`config.mk`:
```
export PLATFORM = sky130hd
export DESIGN_NAME = seven_segment_serial_display_writer
export DESIGN_NICKNAME = d
export VERILOG_FILES = /design/src/ssdw_pkg.sv /design/src/ssdw_enc.sv /design/src/ssdw_seq.sv /design/src/seven_segment_serial_display_writer.sv
export VERILOG_INCLUDE_DIRS = /design/src /design/src/src
export SDC_FILE = /design/constraint.sdc
export NUM_CORES = 1
export LEC_CHECK = 0
export BUFFER_PORTS_ARGS = -buffer_cell sky130_fd_sc_hd__buf_2
export CELL_PAD_IN_SITES_DETAIL_PLACEMENT = 0
export CELL_PAD_IN_SITES_GLOBAL_PLACEMENT = 1
export CORE_MARGIN = 10
export CORE_UTILIZATION = 53
export DETAILED_ROUTE_END_ITERATION = 8
export GPL_TIMING_DRIVEN = 0
export PLACE_DENSITY_LB_ADDON = 0.1
export REMOVE_ABC_BUFFERS = 1
export SLEW_MARGIN = 15
export SYNTH_ARGS = -nofsm -noshare
export SYNTH_HDL_FRONTEND = slang
export SYNTH_SLANG_ARGS = --single-unit
```
`constraint.sdc`:
```
create_clock -name clock -period 5.5 [get_ports clock]
set_clock_uncertainty 0.05 [all_clocks]
set_input_delay 0.825 -clock clock [delete_from_list [all_inputs] [get_ports clock]]
set_output_delay 0.825 -clock clock [all_outputs]
set_load 0.05 [all_outputs]
```
`src/seven_segment_serial_display_writer_assert.svh`:
```
// Assertion macros shared by the display writer RTL.
// Clock is clock, synchronous reset is reset; no other dependencies.
`ifndef SEVEN_SEGMENT_SERIAL_DISPLAY_WRITER_ASSERT_SVH
`define SEVEN_SEGMENT_SERIAL_DISPLAY_WRITER_ASSERT_SVH

// Same-cycle implication.
`define SSDW_ASSERT_NOW(lbl, ante, cons, msg) \
   lbl: assert property (@(posedge clock) disable iff (reset) (ante) |-> (cons)) \
      else $error(msg);

// Next-cycle implication.
`define SSDW_ASSERT_NEXT(lbl, ante, cons, msg) \
   lbl: assert property (@(posedge clock) disable iff (reset) (ante) |=> (cons)) \
      else $error(msg);

`endif

```
`src/ssdw_pkg.sv`:
```
// Shared types, codes and the segment table for the display writer.
// No dependencies.
package ssdw_pkg;

   localparam int DIGIT_COUNT_DEF = 6;
   localparam int DIGIT_MAX       = 6;
   localparam int REQ_DATA_W      = 40;
   localparam int RSP_DATA_W      = 8;

   localparam logic [7:0] DATA_CMD    = 8'h40;
   localparam logic [7:0] ADDR_CMD    = 8'hC0;
   localparam logic [7:0] DISP_ON_CMD = 8'h88;
   localparam logic [7:0] DISP_OFF_CMD = 8'h80;
   localparam logic [7:0] POINT_BIT   = 8'h80;

   typedef enum logic [1:0] {
      KIND_TICK  = 2'd0,
      KIND_WRITE = 2'd1,
      KIND_ON    = 2'd2,
      KIND_OFF   = 2'd3
   } kind_type;

   typedef enum logic [15:0] {
      ST_IDLE     = 16'h0001,
      ST_START0   = 16'h0002,
      ST_START1   = 16'h0004,
      ST_START2   = 16'h0008,
      ST_BYTE     = 16'h0010,
      ST_BITDATA  = 16'h0020,
      ST_BITHIGH  = 16'h0040,
      ST_BITLOW   = 16'h0080,
      ST_ACKREL   = 16'h0100,
      ST_ACKHIGH  = 16'h0200,
      ST_ACKLOW   = 16'h0400,
      ST_ACKDRIVE = 16'h0800,
      ST_ACKZERO  = 16'h1000,
      ST_STOP0    = 16'h2000,
      ST_STOP1    = 16'h4000,
      ST_STOP2    = 16'h8000
   } step_type;

   typedef struct packed {
      logic clock_level;
      logic data_level;
      logic data_driven;
      logic busy_res;
      logic last_step;
   } pins_type;

   function automatic logic [7:0] seg_lookup(input logic [3:0] nib);
      logic [7:0] s;
      case (nib)
         4'h0: s = 8'h3F;
         4'h1: s = 8'h06;
         4'h2: s = 8'h5B;
         4'h3: s = 8'h4F;
         4'h4: s = 8'h66;
         4'h5: s = 8'h6D;
         4'h6: s = 8'h7D;
         4'h7: s = 8'h07;
         4'h8: s = 8'h7F;
         4'h9: s = 8'h6F;
         4'hA: s = 8'h77;
         4'hB: s = 8'h7C;
         4'hC: s = 8'h5F;
         4'hD: s = 8'h17;
         4'hE: s = 8'h79;
         default: s = 8'h78;
      endcase
      return s;
   endfunction

endpackage

```
`src/ssdw_enc.sv`:
```
// Hex digit to segment byte encoder with decimal point merge.
// Depends on ssdw_pkg.
module ssdw_enc
   import ssdw_pkg::*;
#(
   parameter int DIGIT_COUNT = DIGIT_COUNT_DEF
) (
   input  logic [23:0] digit_values,
   input  logic [5:0]  point_mask,
   output logic [7:0]  seg_bytes [DIGIT_COUNT]
);

   for (genvar i = 0; i < DIGIT_COUNT; i++) begin : g_dig
      assign seg_bytes[i] = seg_lookup(digit_values[4*i +: 4])
                          | (point_mask[i] ? POINT_BIT : 8'h00);
   end

endmodule

```
`src/ssdw_seq.sv`:
```
// Pin sequencer: latches commands, holds segment bytes, one pin action per tick.
// Depends on ssdw_pkg and the assertion macro header.
`include "seven_segment_serial_display_writer_assert.svh"

module ssdw_seq
   import ssdw_pkg::*;
#(
   parameter int DIGIT_COUNT = DIGIT_COUNT_DEF
) (
   input  logic       clock,
   input  logic       reset,
   input  logic       step_en,
   input  logic [1:0] kind,
   input  logic [2:0] brightness,
   input  logic [7:0] seg_bytes [DIGIT_COUNT],
   output pins_type   res
);

   localparam int BPW = $clog2(DIGIT_COUNT + 2);
   localparam int IW  = (DIGIT_COUNT > 1) ? $clog2(DIGIT_COUNT) : 1;
   localparam logic [BPW-1:0] BP_LAST = BPW'(DIGIT_COUNT);
   localparam logic [BPW-1:0] BP_MAX  = BPW'(DIGIT_COUNT + 1);

   logic [7:0]     seg_ff [DIGIT_COUNT];
   step_type       step_ff, step_in;
   logic [7:0]     shift_ff, shift_in;
   logic [3:0]     bit_pos_ff, bit_pos_in;
   logic [BPW-1:0] byte_pos_ff, byte_pos_in;
   kind_type       cmd_ff, cmd_in;
   logic           clk_pin_ff, clk_pin_in;
   logic           dat_pin_ff, dat_pin_in;
   logic           drive_ff, drive_in;
   logic           busy_ff, busy_in;
   logic           seg_we;
   logic           last;
   logic [IW-1:0]  seg_idx;
   logic           more_bytes;

   // next segment byte comes from the entry after the one just sent
   assign seg_idx    = IW'(byte_pos_ff - BPW'(1));
   assign more_bytes = (cmd_ff == KIND_WRITE) && (byte_pos_ff >= BPW'(1))
                     && (byte_pos_ff <= BP_LAST);

   always_comb begin
      step_in     = step_ff;
      shift_in    = shift_ff;
      bit_pos_in  = bit_pos_ff;
      byte_pos_in = byte_pos_ff;
      cmd_in      = cmd_ff;
      clk_pin_in  = clk_pin_ff;
      dat_pin_in  = dat_pin_ff;
      drive_in    = drive_ff;
      busy_in     = busy_ff;
      seg_we      = 1'b0;
      last        = 1'b0;
      if (step_en) begin
         if (kind_type'(kind) != KIND_TICK) begin
            if (!busy_ff) begin
               cmd_in      = kind_type'(kind);
               busy_in     = 1'b1;
               step_in     = ST_START0;
               byte_pos_in = '0;
               bit_pos_in  = '0;
               case (kind_type'(kind))
                  KIND_WRITE: begin
                     seg_we   = 1'b1;
                     shift_in = DATA_CMD;
                  end
                  KIND_ON:  shift_in = DISP_ON_CMD | {5'b0, brightness};
                  default:  shift_in = DISP_OFF_CMD;
               endcase
            end
         end else if (busy_ff) begin
            case (step_ff)
               ST_START0: begin drive_in = 1'b1; step_in = ST_START1; end
               ST_START1: begin dat_pin_in = 1'b0; step_in = ST_START2; end
               ST_START2: begin clk_pin_in = 1'b0; step_in = ST_BYTE; end
               ST_BYTE: begin
                  drive_in   = 1'b1;
                  bit_pos_in = '0;
                  step_in    = ST_BITDATA;
               end
               ST_BITDATA: begin
                  dat_pin_in = shift_ff[bit_pos_ff[2:0]];
                  step_in    = ST_BITHIGH;
               end
               ST_BITHIGH: begin clk_pin_in = 1'b1; step_in = ST_BITLOW; end
               ST_BITLOW: begin
                  clk_pin_in = 1'b0;
                  bit_pos_in = bit_pos_ff + 4'd1;
                  step_in    = (bit_pos_in >= 4'd8) ? ST_ACKREL : ST_BITDATA;
               end
               ST_ACKREL:   begin drive_in = 1'b0; step_in = ST_ACKHIGH; end
               ST_ACKHIGH:  begin clk_pin_in = 1'b1; step_in = ST_ACKLOW; end
               ST_ACKLOW:   begin clk_pin_in = 1'b0; step_in = ST_ACKDRIVE; end
               ST_ACKDRIVE: begin drive_in = 1'b1; step_in = ST_ACKZERO; end
               ST_ACKZERO: begin
                  dat_pin_in = 1'b0;
                  if (more_bytes) begin
                     byte_pos_in = byte_pos_ff + BPW'(1);
                     shift_in    = seg_ff[seg_idx];
                     step_in     = ST_BYTE;
                  end else begin
                     step_in = ST_STOP0;
                  end
               end
               ST_STOP0: begin clk_pin_in = 1'b1; step_in = ST_STOP1; end
               ST_STOP1: begin dat_pin_in = 1'b1; step_in = ST_STOP2; end
               ST_STOP2: begin
                  drive_in = 1'b0;
                  if (cmd_ff == KIND_WRITE && byte_pos_ff == '0) begin
                     // second frame: address command then the digits
                     byte_pos_in = BPW'(1);
                     shift_in    = ADDR_CMD;
                     step_in     = ST_START0;
                  end else begin
                     step_in = ST_IDLE;
                     busy_in = 1'b0;
                     last    = 1'b1;
                  end
               end
               default: begin
                  step_in = ST_IDLE;
                  busy_in = 1'b0;
               end
            endcase
         end
      end
      res.clock_level = clk_pin_in;
      res.data_level  = drive_in & dat_pin_in;
      res.data_driven = drive_in;
      res.busy_res    = busy_in;
      res.last_step   = last;
   end

   always_ff @(posedge clock) begin
      if (reset) begin
         step_ff     <= ST_IDLE;
         shift_ff    <= '0;
         bit_pos_ff  <= '0;
         byte_pos_ff <= '0;
         cmd_ff      <= KIND_TICK;
         clk_pin_ff  <= 1'b1;
         dat_pin_ff  <= 1'b1;
         drive_ff    <= 1'b0;
         busy_ff     <= 1'b0;
      end else begin
         step_ff     <= step_in;
         shift_ff    <= shift_in;
         bit_pos_ff  <= bit_pos_in;
         byte_pos_ff <= byte_pos_in;
         cmd_ff      <= cmd_in;
         clk_pin_ff  <= clk_pin_in;
         dat_pin_ff  <= dat_pin_in;
         drive_ff    <= drive_in;
         busy_ff     <= busy_in;
      end
   end

   always_ff @(posedge clock) begin
      if (seg_we) begin
         seg_ff <= seg_bytes;
      end
   end

   `SSDW_ASSERT_NOW(a_busy_not_idle, busy_ff, step_ff != ST_IDLE, "busy while idle step")
   `SSDW_ASSERT_NOW(a_idle_not_busy, !busy_ff, step_ff == ST_IDLE, "idle flag in active step")
   `SSDW_ASSERT_NOW(a_byte_pos, 1'b1, byte_pos_ff <= BP_MAX, "byte position out of range")
   `SSDW_ASSERT_NOW(a_bit_pos, 1'b1, bit_pos_ff <= 4'd8, "bit position out of range")
   `SSDW_ASSERT_NEXT(a_last_ends, step_en && res.last_step, !busy_ff, "busy after final step")

endmodule

```
`src/seven_segment_serial_display_writer.sv`:
```
// Top level of the two-wire seven-segment display writer.
// Depends on ssdw_pkg, ssdw_enc and ssdw_seq.
//
// Takes one transaction per clock on req_ while rsp_ is not stalled and returns
// exactly one on rsp_ for each, after an input register and a result register;
// the input register can still take a new transaction while a result waits
// in the result register. req_tuser selects the kind: tick,
// write digits, display on or display off. A command is latched only when the
// writer is idle and ignored otherwise. Every tick then performs one pin action,
// so the serial bit rate is set by how often ticks arrive. A display on/off
// sequence takes 36 ticks; a digit write takes 72 + 30 * DIGIT_COUNT ticks
// (252 for six digits). Each result reports the clock pin, the data pin (0 when
// released), whether data is driven and whether a sequence is in progress;
// rsp_tlast marks the tick doing the final pin action. The acknowledge slot
// releases the data line but is not sampled.
module seven_segment_serial_display_writer
   import ssdw_pkg::*;
#(
   parameter int DIGIT_COUNT = DIGIT_COUNT_DEF
) (
   input  logic                  clock,
   input  logic                  reset,
   input  logic                  req_tvalid,
   output logic                  req_tready,
   // [23:0] digit_values, [29:24] point_mask, [32:30] brightness, [39:33] zero
   input  logic [REQ_DATA_W-1:0] req_tdata,
   // [1:0] kind
   input  logic [1:0]            req_tuser,
   output logic                  rsp_tvalid,
   input  logic                  rsp_tready,
   // [0] clock_level, [1] data_level, [2] data_driven, [3] busy_res, [7:4] zero
   output logic [RSP_DATA_W-1:0] rsp_tdata,
   output logic                  rsp_tlast
);

   // input register
   logic        s1_valid_ff;
   logic [1:0]  s1_kind_ff;
   logic [23:0] s1_digits_ff;
   logic [5:0]  s1_points_ff;
   logic [2:0]  s1_bright_ff;

   // result register
   logic        rsp_valid_ff;
   pins_type    rsp_pins_ff;

   logic        s1_fire;
   logic        req_fire;
   logic [7:0]  seg_bytes [DIGIT_COUNT];
   pins_type    step_res;

   // stage 1 moves on when the result register is empty or being drained
   assign s1_fire    = s1_valid_ff && (!rsp_valid_ff || rsp_tready);
   assign req_tready = !s1_valid_ff || s1_fire;
   assign req_fire   = req_tvalid && req_tready;

   always_ff @(posedge clock) begin
      if (reset) begin
         s1_valid_ff <= 1'b0;
      end else if (req_tready) begin
         s1_valid_ff <= req_tvalid;
      end
   end

   always_ff @(posedge clock) begin
      if (req_fire) begin
         s1_kind_ff   <= req_tuser;
         s1_digits_ff <= req_tdata[23:0];
         s1_points_ff <= req_tdata[29:24];
         s1_bright_ff <= req_tdata[32:30];
      end
   end

   ssdw_enc #(
      .DIGIT_COUNT (DIGIT_COUNT)
   ) u_enc (
      .digit_values (s1_digits_ff),
      .point_mask   (s1_points_ff),
      .seg_bytes    (seg_bytes)
   );

   ssdw_seq #(
      .DIGIT_COUNT (DIGIT_COUNT)
   ) u_seq (
      .clock      (clock),
      .reset      (reset),
      .step_en    (s1_fire),
      .kind       (s1_kind_ff),
      .brightness (s1_bright_ff),
      .seg_bytes  (seg_bytes),
      .res        (step_res)
   );

   always_ff @(posedge clock) begin
      if (reset) begin
         rsp_valid_ff <= 1'b0;
      end else if (!rsp_valid_ff || rsp_tready) begin
         rsp_valid_ff <= s1_valid_ff;
      end
   end

   always_ff @(posedge clock) begin
      if (s1_fire) begin
         rsp_pins_ff <= step_res;
      end
   end

   assign rsp_tvalid = rsp_valid_ff;
   assign rsp_tdata  = {4'b0000, rsp_pins_ff.busy_res, rsp_pins_ff.data_driven,
                        rsp_pins_ff.data_level, rsp_pins_ff.clock_level};
   assign rsp_tlast  = rsp_pins_ff.last_step;

endmodule
```
==> out/metrics.cfg, run 1 <==
[clock_tree]
clkLatencyLatePin_ns = 0.43
cts_sinks = 169
cts_setup_buffers = 0
root_buffer = clkbuf_16
cts_hold_buf = 0
clk_pin_slew_ns = 0.06
cts_max_level = 4
post_cts_resized = 0
cts_tree = yes
cts_made_buffers = 17
clk_path_buf_depth = 2

[critical_path]
ff2ff_setup_slack_ns = 1.65
cpMostUsedCell = ha_1
cp_slowest_cell = a2111oi_2
r2r-start = s1_kind_ff[1]
rr_endpoint = u_seq.byte_pos_ff[2]
arrival_ns = 4.08
crit_buf_inv = 1
cp.depth = 7
crit_type = register to register
cpPeakStageDelay_ns = 1.17
endpoint_kind = register
r2r_cells = 7
path_cells = inv_1 -> ha_1 -> ha_1 -> nand3_1 -> a2111oi_2 -> o21ai_0 -> mux2i_1
crit_fanout = 23
cpLargestDelayFamily = compound AO/OA/AOI/OAI gates
worstPathRequired_ns = 5.74
critPathLaunchType = register

[synth]
synth_edf_count = 88
async_reset_ff_share_pct = 0
ys_warn_count = 0
ys_ff_latch = 169
synth_seq_area_share_pct = 52.47
syn_inst = 683
netlist_area_um2 = 8127
synthFlopType = edfxtp_1
synth_cell_types = 68
synth.avg_cell_area_um2 = 11.90

[detailed_routing]
dr.pass1.iters = 5
met2_wirelength_um = 7824
wl_per_cell_um = 17.92
ant_nets = 0
wl_met1_um = 7468
drcViolationCount = 0
routed_wl_um = 16470
top_layer = met4
viasPerCell = 5.856
vias = 5382
met3RoutedLength_um = 701
drt_iter0_markers = 386

[timing]
finalSetupTns_ns = 0
finalSetupViolCount = 0
maxSlewViolCount = 0
fin_hold_ws_ns = 0.3499
relSlewSlack_pct = 31.59
finalCriticalPeriod_ns = 3.847
fmax_ghz = 0.2599
rsz0062_at_grt = false
worst_pin_slew_ns = 1.024
hold_viol = 0
post-route-period-util_pct = 69.95

[global_routing]
grt_max_degree = 36
grt.total_usage_pct = 16.71
grt_pass1_vias = 5353
antenna_found_initial = 0
grt_pass1_wl_um = 27320
grt_overflow = 0

[floorplanning]
dieArea_um2 = 20690
start_util_pct = 53.86
num_rows = 45
coreArea_um2 = 15090
die_y_um = 143.8
io_pins = 57
die_w_um = 143.8

[pwr]
powerDensity_nw_per_um2 = 323.2
ir_drop_uv = 242.1
total_leakage_power_nw = 3.448

[hold_path]
worstHoldPathCells = 0
hold_class = register to register
min_from = u_enc.seg_bytes[43]
hold-path-endpoint = u_seq.seg_ff[43]

[final_layout]
drive_above_1_share_pct = 17.51
fillers = 1215
multi_input_comb_area_um2 = 3562
regArea_um2 = 4265
layout_commonest_cell = edfxtp_1
fin_area_um2 = 9066
layout_common_cells = 88 x edfxtp_1, 80 x dfxtp_1, 54 x mux2i_1
num_antenna_cells = 0
nets = 811
syn2layout_area_growth_pct = 11.56
layoutNonFillerInstCount = 919

[placed_design]
place_congestion = 0.8421
dp_hpwl_um = 11640
portBuffers = 45
dpl_cell_area_um2 = 8451
dp.cells = 887

[status]
outcome = finished, final reports clean

[run]
cap_violations = 0

[sequential cells by signal, summed over array words and instances (netlist names), 3 cells and up]
register / cells
u_seq.seg_ff: 48
s1_points_ff: 6
s1_digits_ff: 24
u_seq.byte_pos_ff: 3
u_seq.step_ff: 16
rsp_tdata: 4
u_enc.seg_bytes: 42
s1_bright_ff: 3
u_seq.bit_pos_ff: 4
u_seq.shift_ff: 8
[worst register-to-register path, delay by kind of cell, from the launching register on]
kind / cells / cell delay [ns]
AND/OR/NAND/NOR: 1 / 0.70
multiplexers: 1 / 0.17
adder cells (fa/ha/maj): 2 / 0.80
buffers and inverters: 1 / 0.13
AO/OA/AOI/OAI: 2 / 1.42
flip-flops: 1 / 0.44
[power by group]
part | switching (mW) | total, mW | internal [mW]
Combinational | 0.167 | 0.272 | 0.105
Sequential | 0.0248 | 1.44 | 1.41
Clock | 0.513 | 1.22 | 0.709
Total | 0.705 | 2.93 | 2.23
[routing by layer]
metal  vias to the layer above  track usage [%]
li1                       2618                -
met1                      2604            21.37
met2                       129            26.33
met3                        31            4.059
met4                         0            7.254
met5                         -                0
[metrics by stage]
step / utilization, % / power, mW / worst slack, ns
after global placement: 55.67 / 1.723 / 1.758
after CTS: 60.06 / 2.959 / 1.625
final: 60.08 / 2.930 / 1.653
after global routing: 60.08 / 3.057 / 1.326
after floorplan: - / 1.652 / 2.008
after detailed placement: 56.00 / 1.734 / 1.652
[synth_stat cells, types with 7 or more instances]
library cell | number | area, um2
nand3_1 | 17 | 85.08
ha_1 | 47 | 588.1
nand4_1 | 7 | 43.79
a31oi_1 | 8 | 50.05
dfxtp_1 | 81 | 1622
nor3_1 | 19 | 95.09
o21ai_1 | 7 | 35.03
buf_2 | 11 | 55.05
and3_1 | 8 | 50.05
buf_4 | 10 | 75.07
a21oi_1 | 30 | 150.1
nand2b_1 | 7 | 43.79
nor2_1 | 43 | 161.4
inv_1 | 34 | 127.6
o21ai_0 | 8 | 40.04
nor4b_1 | 8 | 70.07
nand2_1 | 28 | 105.1
mux2_2 | 12 | 135.1
mux4_2 | 7 | 157.7
edfxtp_1 | 88 | 2643
clkbuf_1 | 12 | 45.04
a22oi_1 | 21 | 157.7
xor2_1 | 7 | 61.31
mux2i_1 | 55 | 550.5
[worst max-delay path by stage]
stage                      endpoint           from  slack (ns)
6_report       u_seq.byte_pos_ff[2]  s1_kind_ff[1]        1.65
2_1_floorplan   u_enc.seg_bytes[17]     rsp_tready        2.01
3_5_place_dp   u_seq.byte_pos_ff[2]  s1_kind_ff[1]        1.65
5_1_grt        u_seq.byte_pos_ff[2]  s1_kind_ff[1]        1.33
4_1_cts        u_seq.byte_pos_ff[2]  s1_kind_ff[1]        1.63
3_3_place_gp   u_seq.byte_pos_ff[2]  s1_kind_ff[0]        1.76
[area by class of cell]
| type | instances | area share, % |
|---|---|---|
| clock buffer | 19 | 5.010 |
| clock inverter | 13 | 1.739 |
| inverter | 35 | 1.449 |
| multi-input combinational | 447 | 39.29 |
| sequential | 169 | 47.05 |
| tap | 188 | 2.595 |
| timing repair buffer | 48 | 2.871 |
[cells by family (layout without fill, tap and decap cells)]
logic type / after synthesis / count (layout) / synth area share, %
simple gates: 180 / 180 / 12.81
flops: 169 / 169 / 52.47
compound gates: 125 / 125 / 10.87
mux: 79 / 79 / 11.22
buf+inv: 70 / 115 / 4.049
fa+ha+maj: 47 / 47 / 7.236
xor+xnor: 12 / 12 / 1.293
other cells: 1 / 4 / 0.04615
Note: power is estimated with default switching activity, not from simulation.
==> inputs of run 2 (changes only) <==
--- a/config.mk
+++ b/config.mk
@@ -6,11 +6,12 @@
 export SDC_FILE = /design/constraint.sdc
 export NUM_CORES = 1
 export LEC_CHECK = 0
+export ABC_AREA = 1
 export BUFFER_PORTS_ARGS = -buffer_cell sky130_fd_sc_hd__buf_2
 export CELL_PAD_IN_SITES_DETAIL_PLACEMENT = 0
 export CELL_PAD_IN_SITES_GLOBAL_PLACEMENT = 1
 export CORE_MARGIN = 10
-export CORE_UTILIZATION = 53
+export CORE_UTILIZATION = 42
 export DETAILED_ROUTE_END_ITERATION = 8
 export GPL_TIMING_DRIVEN = 0
 export PLACE_DENSITY_LB_ADDON = 0.1
==> constraint.sdc (replaced) <==
create_clock -name clock -period 3.09 [get_ports clock]
set_clock_uncertainty 0.05 [all_clocks]
set_input_delay 0.4635 -clock clock [delete_from_list [all_inputs] [get_ports clock]]
set_output_delay 0.4635 -clock clock [all_outputs]
set_load 0.05 [all_outputs]
==> run 2 against run 1 <==
Effect of this change: combinational power is 110% higher; final cell count is 34% higher; clock power is 69% higher; fmax is 40% higher; register-to-register slack worse by 1.3 ns; global-route usage is 3.3 points lower; sequential power is 79% higher; non-clock buffer count is 2 lower; worst hold slack worse by 0.19 ns.
==> out/metrics.cfg, run 2 <==
[critical_path]
r2r-start = u_seq.byte_pos_ff[0]
cpPeakStageDelay_ns = 0.57
critPathLaunchType = register
crit_type = register to register
rr_endpoint = u_seq.shift_ff[0]
r2r_cells = 11
worstPathRequired_ns = 3.36
crit_buf_inv = 2
endpoint_kind = register
crit_fanout = 30
ff2ff_setup_slack_ns = 0.33
path_cells = clkinvlp_4 -> ha_2 -> inv_1 -> nor2_1 -> nand2_1 -> nand3_1 -> nor2_1 -> a21oi_1 -> nand2_1 -> nand2_1 -> nor2_1
arrival_ns = 3.03
cp_slowest_cell = dfxtp_4
cpLargestDelayFamily = simple AND/OR/NAND/NOR gates
cp.depth = 11

[clock_tree]
clk_path_buf_depth = 2
cts_made_buffers = 17
clkLatencyLatePin_ns = 0.43
clk_pin_slew_ns = 0.07
root_buffer = clkbuf_16
cts_setup_buffers = 0
cts_hold_buf = 0
cts_sinks = 169
cts_tree = yes
cts_max_level = 4

[final_layout]
nets = 1053
fin_util_pct = 48.52
top_register = u_seq.seg_ff
layout_commonest_cell = nand2_1
largest_register_ff_count = 48
layout_common_cells = 190 x nand2_1, 98 x nor2_1, 97 x inv_1
syn2layout_area_growth_pct = 12.34
layoutNonFillerInstCount = 1233
drive_above_1_share_pct = 13.36
num_antenna_cells = 0

[timing]
hold_viol = 0
fmax_ghz = 0.3626
rsz0062_at_grt = false
finalSetupTns_ns = 0
finalSetupViolCount = 0
worst_pin_slew_ns = 0.6675
maxSlewViolCount = 0
relSlewSlack_pct = 55.39
finalCriticalPeriod_ns = 2.758
post-route-period-util_pct = 89.25

[synth]
synth_area_leaders = edfxtp_1 32%, dfxtp_1 20%, nand2_1 8.7%
synthFlopType = edfxtp_1
netlist_area_um2 = 8160
synth_fa_ha_area_share_pct = 7.206
synth_compound_area_share_pct = 11.97
ys_warn_count = 0
synth_top_family_by_area = simple AND/OR/NAND/NOR gates
ys_ff_latch = 169
synth_seq_area_share_pct = 52.25
synth_edf_count = 88
synth_cell_types = 46
synth_xor_area_share_pct = 0.5520
synthMuxAreaShare_pct = 0.3680
synth.avg_cell_area_um2 = 8.860
async_reset_ff_share_pct = 0
netlist.area_leader.share_pct = 32.38
synth_top_cell_by_area = edfxtp_1
synthSimpleGateAreaFrac_pct = 20.39
synth_most_common_cell = nand2_1
syn_inst = 921
netlist_top_cells_count = 190 x nand2_1, 100 x nor2_1, 98 x inv_1, 88 x edfxtp_1, 81 x dfxtp_1

[global_routing]
antenna_found_initial = 0
grt_overflow = 0
grt_pass1_vias = 5718
grt_max_degree = 48
grt.total_usage_pct = 13.38
grt_pass1_wl_um = 27990

[detailed_routing]
drcViolationCount = 0
wl_per_cell_um = 13.63
vias = 5826
viasPerCell = 4.725
ant_nets = 0
dr.pass1.iters = 5
routed_wl_um = 16800
drt_iter0_markers = 258

[hold_path]
worstHoldPathCells = 1
min_from = req_tdata[26]
hold_class = primary input to register
hold-path-endpoint = s1_points_ff[2]

[floorplanning]
num_rows = 50
coreArea_um2 = 18890
die_y_um = 159.4
die_w_um = 159.4
dieArea_um2 = 25410
start_util_pct = 43.19
io_pins = 57

[pwr]
powerDensity_nw_per_um2 = 567.5
finalPower_mw = 5.203
ir_drop_uv = 356.7
total_leakage_power_nw = 3.851

[status]
outcome = finished, final reports clean

[placed_design]
portBuffers = 45
place_congestion = 0.8321
dp.cells = 1200
dp_hpwl_um = 12060

[run]
cap_violations = 0

-- run 2: changes by cell type in the layout (fill, tap and decap cells not counted), sizes merged, moves of 38 or more --
cell / before / now
nand2: 29 / 198
o21ai: 15 / 111
inv: 39 / 109
nor2: 43 / 109
mux2i: 60 / 3
nand3: 18 / 56
-- run 2: kinds of logic (layout without fill, tap and decap cells) --
kind of cell / Yosys count / count (layout)
DFF: 169 / 169
and+or+nand+nor: 389 / 389
other: 1 / 4
xor gates and xnor gates: 3 / 3
buffers and inverters: 137 / 186
adders and majority gates: 47 / 47
AOI/OAI and AO/OA: 172 / 172
muxes: 3 / 3
-- run 2: cell type report --
cell class / instances / area [um2]
clock inverters: 13 / 141.4
multi-input cells: 618 / 3342
clock buffers: 19 / 432.9
well taps: 260 / 325.3
fillers: 1870 / 9726
flip-flops and latches: 169 / 4268
inverters: 107 / 407.9
repair buffers: 46 / 245.2
repair inverters: 1 / 5.005
-- run 2: worst max path at each step --
stage,end,from,slack (ns)
global placement,u_seq.seg_ff[29],s1_kind_ff[1],-1.62
detailed placement,u_seq.shift_ff[0],u_seq.byte_pos_ff[0],-0.70
CTS,u_seq.byte_pos_ff[1],s1_kind_ff[1],0.05
floorplan,u_seq.seg_ff[0],rsp_tvalid,-0.54
global route,u_seq.byte_pos_ff[1],s1_kind_ff[1],0.07
finish,u_seq.shift_ff[0],u_seq.byte_pos_ff[0],0.33
-- run 2: per-layer routing --
layer	GRT usage [%]	wire, um	vias up
met1	15.82	7626	2623
met3	3.202	494	13
met5	0	0	-
met2	23.48	8452	77
li1	-	-	3113
met4	4.044	228	0
-- run 2: timing repair --
item | in CTS | in global routing
gates cloned | 1 | 0
setup endpoints to repair | 13 | 43
gates resized for setup | 3 | 4
-- run 2: stage by stage --
step                      cell area [um2]  hold slack [ns]  setup slack [ns]
after floorplan                      7988           0.3355           -0.5397
after global placement               8538           0.3369            -1.623
after detailed placement             8566           0.3387           -0.6951
after CTS                            9153           0.1447           0.05176
after global routing                 9168           0.1348           0.06802
final                                9168           0.1605            0.3323
-- run 2: power breakdown --
part | total (mW) | leakage [nW] | switching [mW] | internal (mW)
Clock | 2.06 | 0.274 | 0.925 | 1.13
Sequential | 2.58 | 1.49 | 0.0540 | 2.52
Combinational | 0.568 | 2.09 | 0.390 | 0.178
-- run 2: worst reg2reg max path, cell delays in order, from the launching register on --
cell and delay, ns:
dfxtp_4 0.57, clkinvlp_4 0.40, ha_2 0.54, inv_1 0.24
nor2_1 0.28, nand2_1 0.08, nand3_1 0.09, nor2_1 0.07
a21oi_1 0.13, nand2_1 0.07, nand2_1 0.08, nor2_1 0.04
==> inputs of run 3 (changes only) <==
--- a/config.mk
+++ b/config.mk
@@ -10,7 +10,7 @@
 export BUFFER_PORTS_ARGS = -buffer_cell sky130_fd_sc_hd__buf_2
 export CELL_PAD_IN_SITES_DETAIL_PLACEMENT = 0
 export CELL_PAD_IN_SITES_GLOBAL_PLACEMENT = 1
-export CORE_MARGIN = 10
+export CORE_MARGIN = 2
 export CORE_UTILIZATION = 42
 export DETAILED_ROUTE_END_ITERATION = 8
 export GPL_TIMING_DRIVEN = 0
==> run 3 against run 2 <==
Effect of this change: flip-flop and latch count stayed put; register-to-register slack lost 0.04 ns; critical path depth is the same; critical endpoint is now u_seq.shift_ff[1].
==> out/metrics.cfg, run 3 (synthesis gave the netlist of run 2 again) <==
[timing]
worst_pin_slew_ns = 0.7818
finalCriticalPeriod_ns = 2.795
maxSlewViolCount = 0
fmax_ghz = 0.3577
fin_hold_ws_ns = 0.1612
finalSetupViolCount = 0
fin_ws_ns = 0.2947
hold_viol = 0
relSlewSlack_pct = 47.76
finalSetupTns_ns = 0
rsz0062_at_grt = false
post-route-period-util_pct = 90.46

[final_layout]
layout_commonest_cell = nand2_1
drive_above_1_share_pct = 13.26
multi_input_comb_area_um2 = 3342
layout_common_cells = 190 x nand2_1, 98 x nor2_1, 96 x inv_1
syn2layout_area_growth_pct = 12.45
fillers = 1839
regArea_um2 = 4268
fin_area_um2 = 9176
top_register = u_seq.seg_ff
layoutNonFillerInstCount = 1233
nets = 1053
largest_register_ff_count = 48
fin_util_pct = 48.57
num_antenna_cells = 0

[critical_path]
ff2ff_setup_slack_ns = 0.29
cp-endpoint = u_seq.shift_ff[1]
crit_fanout = 30
arrival_ns = 3.07
worstPathRequired_ns = 3.36
r2r_cells = 11
crit_type = register to register
crit_start = u_seq.byte_pos_ff[0]
critPathLaunchType = register
r2r-start = u_seq.byte_pos_ff[0]
endpoint_kind = register
rr_endpoint = u_seq.shift_ff[1]

[detailed_routing]
routed_wl_um = 16320
viasPerCell = 4.698
dr.pass1.iters = 4
drcViolationCount = 0
wl_per_cell_um = 13.24
drt_iter0_markers = 260
vias = 5793
ant_nets = 0

[global_routing]
grt_pass1_vias = 5630
grt_overflow = 0
antenna_found_initial = 0
grt.total_usage_pct = 16.80
grt_pass1_wl_um = 26850
grt_max_degree = 48

[floorplanning]
die_w_um = 143.4
dieArea_um2 = 20560
num_rows = 50
die_y_um = 143.4
io_pins = 57
start_util_pct = 43.19
coreArea_um2 = 18890

[status]
outcome = finished, final reports clean

[placed_design]
dp.cells = 1200
dp_hpwl_um = 11480
portBuffers = 45
place_congestion = 0.8408
dpl_worst_slack_ns = -0.7398
dpl_cell_area_um2 = 8573

[clock_tree]
cts_sinks = 169
cts_hold_buf = 0
clk_pin_slew_ns = 0.06
clkLatencyLatePin_ns = 0.43
root_buffer = clkbuf_16
cts_max_level = 4
clk_path_buf_depth = 2
cts_made_buffers = 17
cts_tree = yes

[pwr]
pwr-share-comb_pct = 10.9
p_int_mw = 3.919
finalPower_mw = 5.227
clockPowerShare_pct = 39.7
powerDensity_nw_per_um2 = 569.6
pwr-share-seq_pct = 49.3
ir_drop_uv = 399.2
switchingPower_mw = 1.308
p_sw_share_pct = 25.02
total_leakage_power_nw = 3.857

[run]
cap_violations = 0

[hold_path]
worstHoldPathCells = 1
hold_class = primary input to register

run 3: cell types whose count changed in the layout (fill, tap and decap cells not counted), moves of 2 or more:
cell / delta
clkbuf_1: +2
inv_8: -2
clkinv_4: -4
inv_6: +2
clkinv_2: +2
run 3: power by group through the flow:
stage	combinational (mW)	clock [mW]	sequential, mW
global route	0.659	2.21	2.59
CTS	0.576	2.13	2.58
detailed placement	0.572	0	2.63
global placement	0.572	0	2.62
finish	0.572	2.08	2.58
floorplan	0.403	0	2.62
run 3: layer usage:
metal  track usage (%)  up-vias  wire [um]
met3             3.399       27        356
met5                 0        -          0
met4             6.192        0        336
met1             19.99     2603       7425
li1                  -     3100          -
met2             29.95       63       8204
run 3: worst min-delay path by stage:
stage,startpoint,endpoint
finish,req_tdata[24],s1_points_ff[0]
global route,req_tuser[1],s1_kind_ff[1]
CTS,req_tuser[0],s1_kind_ff[0]
detailed placement,u_enc.seg_bytes[11],u_seq.seg_ff[11]
global placement,u_enc.seg_bytes[24],u_seq.seg_ff[24]
floorplan,u_enc.seg_bytes[0],u_seq.seg_ff[0]
run 3: layout make-up:
type,instances,area share (%)
multi-input cells,618,36.42
inverters,107,4.486
repair inverters,1,0.05454
clock inverters,10,1.282
flip-flops and latches,169,46.51
clock buffers,22,4.950
well taps,260,3.545
repair buffers,46,2.754
run 3: critical path: stages, from the launching register on:
cell        delay [ns]
dfxtp_4           0.58
clkinvlp_4        0.37
ha_2              0.57
clkinvlp_4        0.30
nor2_1            0.26
nand2_1           0.08
nand3_1           0.09
nor2_1            0.06
a21oi_1           0.13
nand2_1           0.06
nand2_1           0.07
nor2_1            0.04
run 3: repair_timing:
item	4_1_cts	5_1_grt
cloned	1	0
setup buffers	0	0
resized for setup	3	5
setup endpoints to repair	13	38
